[config.mk]
export PLATFORM = sky130hd
export DESIGN_NAME = point_polygon_signed_distance
export DESIGN_NICKNAME = d
export VERILOG_FILES = /design/src/rtl/pps_pkg.sv /design/src/rtl/pps_front.sv /design/src/rtl/pps_fifo.sv /design/src/rtl/pps_back.sv /design/src/rtl/point_polygon_signed_distance.sv
export SDC_FILE = /design/constraint.sdc
export NUM_CORES = 2
export LEC_CHECK = 0
export BUFFER_PORTS_ARGS = -buffer_cell sky130_fd_sc_hd__buf_4
export CAP_MARGIN = 20
export CORE_MARGIN = 2
export CORE_UTILIZATION = 55
export CTS_BUF_LIST = sky130_fd_sc_hd__clkbuf_2
export DETAILED_ROUTE_END_ITERATION = 7
export PLACE_DENSITY = 0.68
export SLEW_MARGIN = 20
export SYNTH_ARGS = -nofsm -noshare
export SYNTH_HDL_FRONTEND = slang
export SYNTH_SLANG_ARGS = --single-unit
[constraint.sdc]
create_clock -name clk -period 36.7 [get_ports clk]
set_input_delay 3.67 -clock clk [delete_from_list [all_inputs] [get_ports clk]]
set_output_delay 3.67 -clock clk [all_outputs]
set_load 0.01 [all_outputs]
[src/rtl/pps_pkg.sv]
package pps_pkg;

  localparam int COORD_BITS = 16;
  localparam int FRAC_BITS  = 8;
  localparam int PT_BITS    = COORD_BITS + FRAC_BITS;
  localparam int DIST_BITS  = 26;
  localparam int D2_BITS    = 52;
  localparam int T_BITS     = 16;
  localparam int FIFO_DEPTH = 4;

  typedef struct packed {
    logic signed [COORD_BITS-1:0] ax;
    logic signed [COORD_BITS-1:0] ay;
    logic signed [COORD_BITS-1:0] bx;
    logic signed [COORD_BITS-1:0] by;
    logic signed [PT_BITS-1:0]    px;
    logic signed [PT_BITS-1:0]    py;
    logic                         last;
  } edge_t;

endpackage

[src/rtl/pps_front.sv]
module pps_front (
  input  logic                                 clk,
  input  logic                                 rst,
  input  logic                                 vertex_valid,
  output logic                                 vertex_stall,
  input  logic signed [pps_pkg::PT_BITS-1:0]    point_x,
  input  logic signed [pps_pkg::PT_BITS-1:0]    point_y,
  input  logic signed [pps_pkg::COORD_BITS-1:0] vertex_x,
  input  logic signed [pps_pkg::COORD_BITS-1:0] vertex_y,
  input  logic                                 ring_end,
  input  logic                                 polygon_end,
  output logic                                 push,
  output pps_pkg::edge_t                       push_edge,
  input  logic                                 full
);
  import pps_pkg::*;

  logic ring_started;
  logic e0_pend;
  logic e1_pend;
  logic signed [COORD_BITS-1:0] first_x, first_y, prev_x, prev_y;
  logic signed [COORD_BITS-1:0] hv_x, hv_y, hp_x, hp_y, hf_x, hf_y;
  logic signed [PT_BITS-1:0]    hpx, hpy;
  logic                         hpend;
  logic                         accept;

  assign vertex_stall = e0_pend | e1_pend;
  assign accept       = vertex_valid & ~vertex_stall;
  assign push         = (e0_pend | e1_pend) & ~full;

  always_comb begin
    push_edge.px = hpx;
    push_edge.py = hpy;
    if (e0_pend) begin
      push_edge.ax   = hv_x;
      push_edge.ay   = hv_y;
      push_edge.bx   = hp_x;
      push_edge.by   = hp_y;
      push_edge.last = 1'b0;
    end else begin
      push_edge.ax   = hf_x;
      push_edge.ay   = hf_y;
      push_edge.bx   = hv_x;
      push_edge.by   = hv_y;
      push_edge.last = hpend;
    end
  end

  always_ff @(posedge clk) begin
    if (rst) begin
      ring_started <= 1'b0;
      e0_pend      <= 1'b0;
      e1_pend      <= 1'b0;
    end else if (accept) begin
      e0_pend      <= ring_started;
      e1_pend      <= ring_end | polygon_end;
      ring_started <= ~(ring_end | polygon_end);
    end else if (push) begin
      if (e0_pend) begin
        e0_pend <= 1'b0;
      end else begin
        e1_pend <= 1'b0;
      end
    end
  end

  always_ff @(posedge clk) begin
    if (accept) begin
      hv_x  <= vertex_x;
      hv_y  <= vertex_y;
      hp_x  <= prev_x;
      hp_y  <= prev_y;
      hpx   <= point_x;
      hpy   <= point_y;
      hpend <= polygon_end;
      prev_x <= vertex_x;
      prev_y <= vertex_y;
      if (ring_started) begin
        hf_x <= first_x;
        hf_y <= first_y;
      end else begin
        hf_x    <= vertex_x;
        hf_y    <= vertex_y;
        first_x <= vertex_x;
        first_y <= vertex_y;
      end
    end
  end

endmodule

[src/rtl/pps_fifo.sv]
module pps_fifo (
  input  logic           clk,
  input  logic           rst,
  input  logic           push,
  input  pps_pkg::edge_t push_edge,
  output logic           full,
  input  logic           pop,
  output pps_pkg::edge_t pop_edge,
  output logic           empty
);
  import pps_pkg::*;

  localparam int AW = $clog2(FIFO_DEPTH);
  localparam int CW = $clog2(FIFO_DEPTH + 1);

  edge_t           mem [FIFO_DEPTH];
  logic [AW-1:0]   wr_ptr;
  logic [AW-1:0]   rd_ptr;
  logic [CW-1:0]   count;

  assign full     = (count == CW'(FIFO_DEPTH));
  assign empty    = (count == '0);
  assign pop_edge = mem[rd_ptr];

  always_ff @(posedge clk) begin
    if (rst) begin
      wr_ptr <= '0;
      rd_ptr <= '0;
      count  <= '0;
    end else begin
      if (push) begin
        wr_ptr <= (wr_ptr == AW'(FIFO_DEPTH - 1)) ? '0 : wr_ptr + 1'b1;
      end
      if (pop) begin
        rd_ptr <= (rd_ptr == AW'(FIFO_DEPTH - 1)) ? '0 : rd_ptr + 1'b1;
      end
      if (push && !pop) begin
        count <= count + 1'b1;
      end else if (pop && !push) begin
        count <= count - 1'b1;
      end
    end
  end

  always_ff @(posedge clk) begin
    if (push) begin
      mem[wr_ptr] <= push_edge;
    end
  end

  a_no_overflow: assert property (@(posedge clk) disable iff (rst) push |-> !full)
    else $error("edge queue overflow");
  a_no_underflow: assert property (@(posedge clk) disable iff (rst) pop |-> !empty)
    else $error("edge queue underflow");

endmodule

[src/rtl/pps_back.sv]
module pps_back (
  input  logic                                clk,
  input  logic                                rst,
  input  logic                                empty,
  input  pps_pkg::edge_t                      pop_edge,
  output logic                                pop,
  output logic                                dist_valid,
  input  logic                                dist_stall,
  output logic signed [pps_pkg::DIST_BITS-1:0] signed_distance,
  output logic                                inside_res
);
  import pps_pkg::*;

  localparam int DW   = COORD_BITS + 1;
  localparam int UW   = PT_BITS + 1;
  localparam int QW   = PT_BITS + 2;
  localparam int MW   = PT_BITS + 3;
  localparam int PW   = 2 * MW;
  localparam int NW   = UW + DW + 1;
  localparam int DENW = 2 * DW + FRAC_BITS;
  localparam int CMPW = (NW > DENW + 1) ? NW : DENW + 1;
  localparam int RS   = T_BITS - FRAC_BITS;
  localparam logic signed [PW-1:0] HALF = (RS > 0) ? PW'(1) <<< (RS - 1) : '0;
  localparam logic [D2_BITS-1:0] MIN_INF = '1;
  localparam logic [DIST_BITS-1:0] DIST_MAX = {1'b0, {(DIST_BITS-1){1'b1}}};
  localparam int CNTW = $clog2(D2_BITS / 2 + 1);

  localparam logic [3:0] S_IDLE = 4'd0;
  localparam logic [3:0] S_M0   = 4'd1;
  localparam logic [3:0] S_M1   = 4'd2;
  localparam logic [3:0] S_M2   = 4'd3;
  localparam logic [3:0] S_M3   = 4'd4;
  localparam logic [3:0] S_M4   = 4'd5;
  localparam logic [3:0] S_M5   = 4'd6;
  localparam logic [3:0] S_DEC  = 4'd7;
  localparam logic [3:0] S_DIV  = 4'd8;
  localparam logic [3:0] S_Q0   = 4'd9;
  localparam logic [3:0] S_Q1   = 4'd10;
  localparam logic [3:0] S_E0   = 4'd11;
  localparam logic [3:0] S_E1   = 4'd12;
  localparam logic [3:0] S_MIN  = 4'd13;
  localparam logic [3:0] S_SQ   = 4'd14;
  localparam logic [3:0] S_FIN  = 4'd15;

  function automatic logic signed [UW-1:0] scl(input logic signed [COORD_BITS-1:0] v);
    scl = UW'(v) <<< FRAC_BITS;
  endfunction

  logic [3:0]              state;
  edge_t                   e;
  logic signed [UW-1:0]    uxa, uya;
  logic signed [DW-1:0]    dx, dy;
  logic signed [PW-1:0]    lhs, rhs;
  logic signed [NW-1:0]    num;
  logic [DENW-1:0]         den;
  logic                    cross_chk;
  logic [T_BITS-1:0]       t;
  logic [DENW:0]           rem;
  logic [CNTW-1:0]         cnt;
  logic signed [QW-1:0]    qx, qy;
  logic [PW:0]             d2;
  logic [D2_BITS-1:0]      min_d2;
  logic                    parity;
  logic [D2_BITS-1:0]      sn, sr, sb;

  logic signed [MW-1:0]    mul_a, mul_b;
  logic signed [PW-1:0]    prod;
  logic [DENW-1:0]         den8;
  logic [DENW:0]           rem2;
  logic                    rem_ge;
  logic signed [QW-1:0]    qprj;
  logic signed [MW-1:0]    ex, ey;
  logic [D2_BITS-1:0]      d2_sat;
  logic [D2_BITS-1:0]      new_min;
  logic [D2_BITS-1:0]      sq_sum;
  logic [DIST_BITS-1:0]    mag;
  logic                    out_free;

  assign pop      = (state == S_IDLE) && !empty;
  assign den8     = den << FRAC_BITS;
  assign rem2     = rem << 1;
  assign rem_ge   = rem2 >= {1'b0, den8};
  assign prod     = mul_a * mul_b;
  assign qprj     = QW'((prod + HALF) >>> RS);
  assign ex       = MW'(e.px) - MW'(qx);
  assign ey       = MW'(e.py) - MW'(qy);
  assign d2_sat   = (d2 > (PW+1)'(MIN_INF)) ? MIN_INF : d2[D2_BITS-1:0];
  assign new_min  = (d2_sat < min_d2) ? d2_sat : min_d2;
  assign sq_sum   = sr + sb;
  assign mag      = (sr > D2_BITS'(DIST_MAX)) ? DIST_MAX : sr[DIST_BITS-1:0];
  assign out_free = !dist_valid || !dist_stall;

  always_comb begin
    mul_a = '0;
    mul_b = '0;
    case (state)
      S_M0: begin mul_a = MW'(uxa); mul_b = MW'(dy); end
      S_M1: begin mul_a = MW'(dx);  mul_b = MW'(uya); end
      S_M2: begin mul_a = MW'(uxa); mul_b = MW'(dx); end
      S_M3: begin mul_a = MW'(uya); mul_b = MW'(dy); end
      S_M4: begin mul_a = MW'(dx);  mul_b = MW'(dx); end
      S_M5: begin mul_a = MW'(dy);  mul_b = MW'(dy); end
      S_Q0: begin mul_a = MW'(dx);  mul_b = MW'($signed({1'b0, t})); end
      S_Q1: begin mul_a = MW'(dy);  mul_b = MW'($signed({1'b0, t})); end
      S_E0: begin mul_a = ex;       mul_b = ex; end
      S_E1: begin mul_a = ey;       mul_b = ey; end
      default: begin mul_a = '0;    mul_b = '0; end
    endcase
  end

  always_ff @(posedge clk) begin
    if (rst) begin
      state      <= S_IDLE;
      parity     <= 1'b0;
      min_d2     <= MIN_INF;
      dist_valid <= 1'b0;
      cnt        <= '0;
    end else begin
      if (state == S_FIN && out_free) begin
        dist_valid <= 1'b1;
      end else if (dist_valid && !dist_stall) begin
        dist_valid <= 1'b0;
      end
      unique case (state)
        S_IDLE: begin
          if (!empty) begin
            e         <= pop_edge;
            uxa       <= UW'(pop_edge.px) - scl(pop_edge.ax);
            uya       <= UW'(pop_edge.py) - scl(pop_edge.ay);
            dx        <= DW'(pop_edge.bx) - DW'(pop_edge.ax);
            dy        <= DW'(pop_edge.by) - DW'(pop_edge.ay);
            cross_chk <= (scl(pop_edge.ay) > UW'(pop_edge.py)) !=
                         (scl(pop_edge.by) > UW'(pop_edge.py));
            state     <= S_M0;
          end
        end
        S_M0: begin lhs <= prod; state <= S_M1; end
        S_M1: begin rhs <= prod; state <= S_M2; end
        S_M2: begin num <= NW'(prod); state <= S_M3; end
        S_M3: begin
          num <= num + NW'(prod);
          if (cross_chk && ((dy > 0) ? (lhs < rhs) : (lhs > rhs))) begin
            parity <= ~parity;
          end
          state <= S_M4;
        end
        S_M4: begin den <= prod[DENW-1:0]; state <= S_M5; end
        S_M5: begin den <= den + prod[DENW-1:0]; state <= S_DEC; end
        S_DEC: begin
          if (dx == '0 && dy == '0) begin
            qx    <= QW'(scl(e.ax));
            qy    <= QW'(scl(e.ay));
            state <= S_E0;
          end else if (CMPW'(num) >= CMPW'($signed({1'b0, den8}))) begin
            qx    <= QW'(scl(e.bx));
            qy    <= QW'(scl(e.by));
            state <= S_E0;
          end else if (num > 0) begin
            rem   <= (DENW+1)'(num);
            t     <= '0;
            cnt   <= '0;
            state <= S_DIV;
          end else begin
            qx    <= QW'(scl(e.ax));
            qy    <= QW'(scl(e.ay));
            state <= S_E0;
          end
        end
        S_DIV: begin
          rem <= rem_ge ? rem2 - {1'b0, den8} : rem2;
          t   <= {t[T_BITS-2:0], rem_ge};
          cnt <= cnt + 1'b1;
          if (cnt == CNTW'(T_BITS - 1)) begin
            state <= S_Q0;
          end
        end
        S_Q0: begin qx <= QW'(scl(e.ax)) + qprj; state <= S_Q1; end
        S_Q1: begin qy <= QW'(scl(e.ay)) + qprj; state <= S_E0; end
        S_E0: begin d2 <= (PW+1)'(prod); state <= S_E1; end
        S_E1: begin d2 <= d2 + (PW+1)'(prod); state <= S_MIN; end
        S_MIN: begin
          min_d2 <= new_min;
          if (e.last) begin
            sn    <= new_min;
            sr    <= '0;
            sb    <= D2_BITS'(1) << (D2_BITS - 2);
            cnt   <= '0;
            state <= S_SQ;
          end else begin
            state <= S_IDLE;
          end
        end
        S_SQ: begin
          if (sn >= sq_sum) begin
            sn <= sn - sq_sum;
            sr <= (sr >> 1) + sb;
          end else begin
            sr <= sr >> 1;
          end
          sb  <= sb >> 2;
          cnt <= cnt + 1'b1;
          if (cnt == CNTW'(D2_BITS / 2 - 1)) begin
            state <= S_FIN;
          end
        end
        S_FIN: begin
          if (out_free) begin
            inside_res <= parity;
            if (min_d2 == MIN_INF) begin
              signed_distance <= -$signed(DIST_MAX);
            end else begin
              signed_distance <= parity ? $signed(mag) : -$signed(mag);
            end
            parity <= 1'b0;
            min_d2 <= MIN_INF;
            state  <= S_IDLE;
          end
        end
        default: state <= S_IDLE;
      endcase
    end
  end

  a_min_monotone: assert property (@(posedge clk) disable iff (rst)
    (state != S_FIN) |=> (min_d2 <= $past(min_d2)))
    else $error("minimum distance grew within a polygon");

endmodule

[src/rtl/point_polygon_signed_distance.sv]
// channel  | handshake                 | payload
// vertex   | vertex_valid/vertex_stall | point_x point_y vertex_x vertex_y ring_end polygon_end
// dist     | dist_valid/dist_stall     | signed_distance inside_res
//
// A vertex request is accepted while vertex_stall is low; each edge it forms then holds vertex_stall
// while it enters the queue. The distance unit works on one edge at a time and runs the projection
// divide (16 steps) when the projection falls strictly inside the edge; polygon end adds a square root.
// rst is synchronous and clears the ring, parity and minimum state.
// A 4-entry edge queue lets vertex intake run ahead while the distance unit is busy.
// The result sits in an output register until taken; only the next result waits on it.
module point_polygon_signed_distance (
  input  logic                                  clk,
  input  logic                                  rst,
  input  logic                                  vertex_valid,
  output logic                                  vertex_stall,
  input  logic signed [pps_pkg::PT_BITS-1:0]     point_x,
  input  logic signed [pps_pkg::PT_BITS-1:0]     point_y,
  input  logic signed [pps_pkg::COORD_BITS-1:0]  vertex_x,
  input  logic signed [pps_pkg::COORD_BITS-1:0]  vertex_y,
  input  logic                                  ring_end,
  input  logic                                  polygon_end,
  output logic                                  dist_valid,
  input  logic                                  dist_stall,
  output logic signed [pps_pkg::DIST_BITS-1:0]   signed_distance,
  output logic                                  inside_res
);
  import pps_pkg::*;

  logic  push, full, pop, empty;
  edge_t push_edge, pop_edge;

  pps_front u_front (
    .clk          (clk),
    .rst          (rst),
    .vertex_valid (vertex_valid),
    .vertex_stall (vertex_stall),
    .point_x      (point_x),
    .point_y      (point_y),
    .vertex_x     (vertex_x),
    .vertex_y     (vertex_y),
    .ring_end     (ring_end),
    .polygon_end  (polygon_end),
    .push         (push),
    .push_edge    (push_edge),
    .full         (full)
  );

  pps_fifo u_fifo (
    .clk       (clk),
    .rst       (rst),
    .push      (push),
    .push_edge (push_edge),
    .full      (full),
    .pop       (pop),
    .pop_edge  (pop_edge),
    .empty     (empty)
  );

  pps_back u_back (
    .clk             (clk),
    .rst             (rst),
    .empty           (empty),
    .pop_edge        (pop_edge),
    .pop             (pop),
    .dist_valid      (dist_valid),
    .dist_stall      (dist_stall),
    .signed_distance (signed_distance),
    .inside_res      (inside_res)
  );

endmodule
==> impl_metrics.json <==
{
  "worst_pin_slew_ps": 1230,
  "fin_setup_tns_ps": 0,
  "grt_overflow_total": 0,
  "max-cap-violations": 0,
  "fin_cells": 12839,
  "grt_pass1_vias": 77871,
  "grt.total_usage_pct": 32.1,
  "cp-start-kind": "register",
  "drv_slew": 0,
  "worst_path_largest_cell_delay_ps": 820,
  "yosysMostFrequentCell": "edfxtp_1",
  "ys_top_cells_by_count": "edfxtp_1 (1286), inv_1 (1257), nand2_1 (1022)",
  "status": "finished with violations",
  "synth_mux_area_share_pct": 3.86,
  "final_nets": 11682,
  "io_buffers": 114,
  "clk_latency_ps": 1870,
  "core-area_mm2": 0.187,
  "synthAdderAreaFrac_pct": 24.0,
  "dr.pass1.iters": 8,
  "worstHoldStart": "u_front.hpx[15]",
  "ctsHoldBuffers": 0,
  "crit_path_end_kind": "register",
  "min_path_type": "reg -> reg",
  "clock-sinks": 1361,
  "grt_pass1_wl_um": 465000,
  "dp_cells": 12195,
  "cts_setup_buffers": 0,
  "hold_violations": 0,
  "synth_area_per_cell_um2": 10.6,
  "htree_levels": 5,
  "hpwlAfterDp_um": 231000,
  "antenna_found_initial": 7,
  "yosys.area.top_type": "edfxtp_1",
  "hold_ws_ps": 328,
  "crit_path_top_delay_cell": "nor2b_1",
  "path_clk_slew_ps": 100,
  "synth_top_family_by_area": "adder cells",
  "fmaxAchievable_mhz": 67.7,
  "synth-xor-area-share_pct": 4.21,
  "layout-drive-gt1-share_pct": 11.2,
  "synth_top_area_share_pct": 37.3,
  "fin_crit_ps": 14770,
  "rrSetupSlack_ps": 21930,
  "cts_tree": "built",
  "fin_crit_sh_pct": 40.3,
  "ys.flop_type": "edfxtp_1",
  "synth_warnings": 0,
  "clock_skew_ps": 233,
  "synth_area_leaders": "edfxtp_1 (37%), fa_1 (15%), ha_1 (9.0%)",
  "yosysUniqueCellTypes": 111,
  "die_height_um": 438,
  "synth-simple-area-share_pct": 11.8,
  "vias": 76502,
  "cp_data_required_time_ps": 38250,
  "synth_nets": 11403,
  "path_max_fanout": 26,
  "r2r-end": "u_back.d2[54]",
  "grt_max_degree": 162,
  "numCtsBuffers": 370,
  "detail_route.vias_per_cell": 5.96,
  "gp_congestion": 0.999,
  "whs_path_depth": 0,
  "synth-seq-cells": 1361,
  "timing.rr.start": "u_back.state[3]",
  "drc_errors": 2,
  "cts_buffer_depth": 4,
  "slew_headroom_pct": 18.1,
  "synth_edf_count": 1286,
  "netlist_instances": 9794,
  "ant_nets": 0,
  "die_w_um": 438,
  "setup_viol": 0,
  "path_class": "reg -> reg",
  "seq_area_frac_synth_pct": 38.7,
  "violations": "design-rule violations",
  "initial_core_util_pct": 55.3,
  "reg2regPathDepth": 43,
  "rsz0062_at_grt": "false",
  "area_growth_pct": 6.97,
  "core.rowCount": 159,
  "hold_end": "u_fifo.mem[0][40]",
  "critPathArrivalTime_ps": 16320,
  "synth_compound_area_share_pct": 11.4,
  "pin_count": 115,
  "cts_root_buf": "clkbuf_2",
  "routedWlPerCell_um": 24.0,
  "crit_top_cell": "inv_1",
  "syn_area_mm2": 0.104,
  "drt_wl_total_um": 308000,
  "die-area_mm2": 0.192,
  "async_flop_share_pct": 0,
  "cts_resized": 0,
  "first_iter_violations": 6748
}
==> cells in the final DEF (no fill, tap or decap), drive strengths merged, types with 73 or more instances in the layout <==
cell type	instances
xor2	222
nand4	93
dfxtp	75
clkbuf	522
nand2b	74
nor3	142
o21ai	478
nand3	114
ha	747
fa	776
nor2	810
a21oi	492
o211ai	73
nor2b	95
clkinv	105
inv	1261
xnor2	267
a21o	218
mux2	80
nand2	1023
a31oi	80
edfxtp	1286
and2	100
mux4	113
buf	263
==> layout make-up <==
type                    count  area (µm²)
repair buffers            263        2000
inverters                1258        4730
diodes                      7        17.5
fillers                 15985       76600
multi-input cells        6819       57600
well taps                2495        3120
clock buffers             522        2610
flip-flops and latches   1361       40100
clock inverters           114         569
==> flip-flops by register name (all words and copies together), names as in the netlist, 25 cells and up, named ones only <==
register,flops
u_back.sn,52
u_back.lhs,54
u_back.rem,42
u_back.d2,55
u_back.e,97
u_back.num,43
u_back.den,34
u_back.uxa,25
u_back.signed_distance,26
u_back.rhs,54
u_back.qy,26
u_back.qx,26
u_fifo.mem,452
u_back.min_d2,52
u_back.sr,52
u_back.sb,26
u_back.uya,25
==> metal layers <==
layer | share of wire, % | track usage, %
met5 | 0.015 | 0
met4 | 6.3 | 17.7
met3 | 7.7 | 6.92
met2 | 48 | 53.1
met1 | 38 | 39.4
==> worst max-delay path: cells and delay by family (launching register included) <==
family | cells | cell delay [ps]
AO/OA/AOI/OAI | 9 | 2830
multiplexers | 1 | 210
flip-flops | 1 | 320
adder cells (fa/ha/maj) | 9 | 5040
buffers and inverters | 9 | 1600
AND/OR/NAND/NOR | 13 | 3920
XOR/XNOR | 2 | 580
==> cells by family (layout without fill, tap and decap cells) <==
| kind of cell | count (synthesis) | count (layout) |
|---|---|---|
| AOI/OAI and AO/OA | 1850 | 1850 |
| xor gates and xnor gates | 490 | 490 |
| adders and majority gates | 1523 | 1523 |
| buffers and inverters | 1614 | 2157 |
| DFF | 1361 | 1361 |
| muxes | 248 | 248 |
| other | 0 | 7 |
| and+or+nand+nor | 2708 | 2708 |
==> how the worst max path moves through the flow <==
stage | startpoint | end | slack, ps | cells past startpoint
CTS | u_back.uxa[0] | u_back.d2[54] | 21940 | 48
detailed placement | u_back.qx[0] | u_back.d2[54] | 21940 | 47
finish | u_back.state[3] | u_back.d2[54] | 21930 | 43
floorplan | rst | u_back.cross_chk | 24130 | 4
global placement | u_back.qx[0] | u_back.d2[54] | 22150 | 47
global route | u_back.state[3] | u_back.d2[54] | 20830 | 43
==> through the flow <==
step	utilization [%]	setup WS (ps)	instance area [µm²]
finish	59.1	21930	111000
detailed placement	57.4	21940	108000
global placement	57.4	22150	108000
floorplan	-	24130	104000
global route	59.1	20830	111000
CTS	59.1	21940	111000
Power is not shown: default switching activity piles up to over one toggle a cycle in this logic, so the estimate is an artifact.
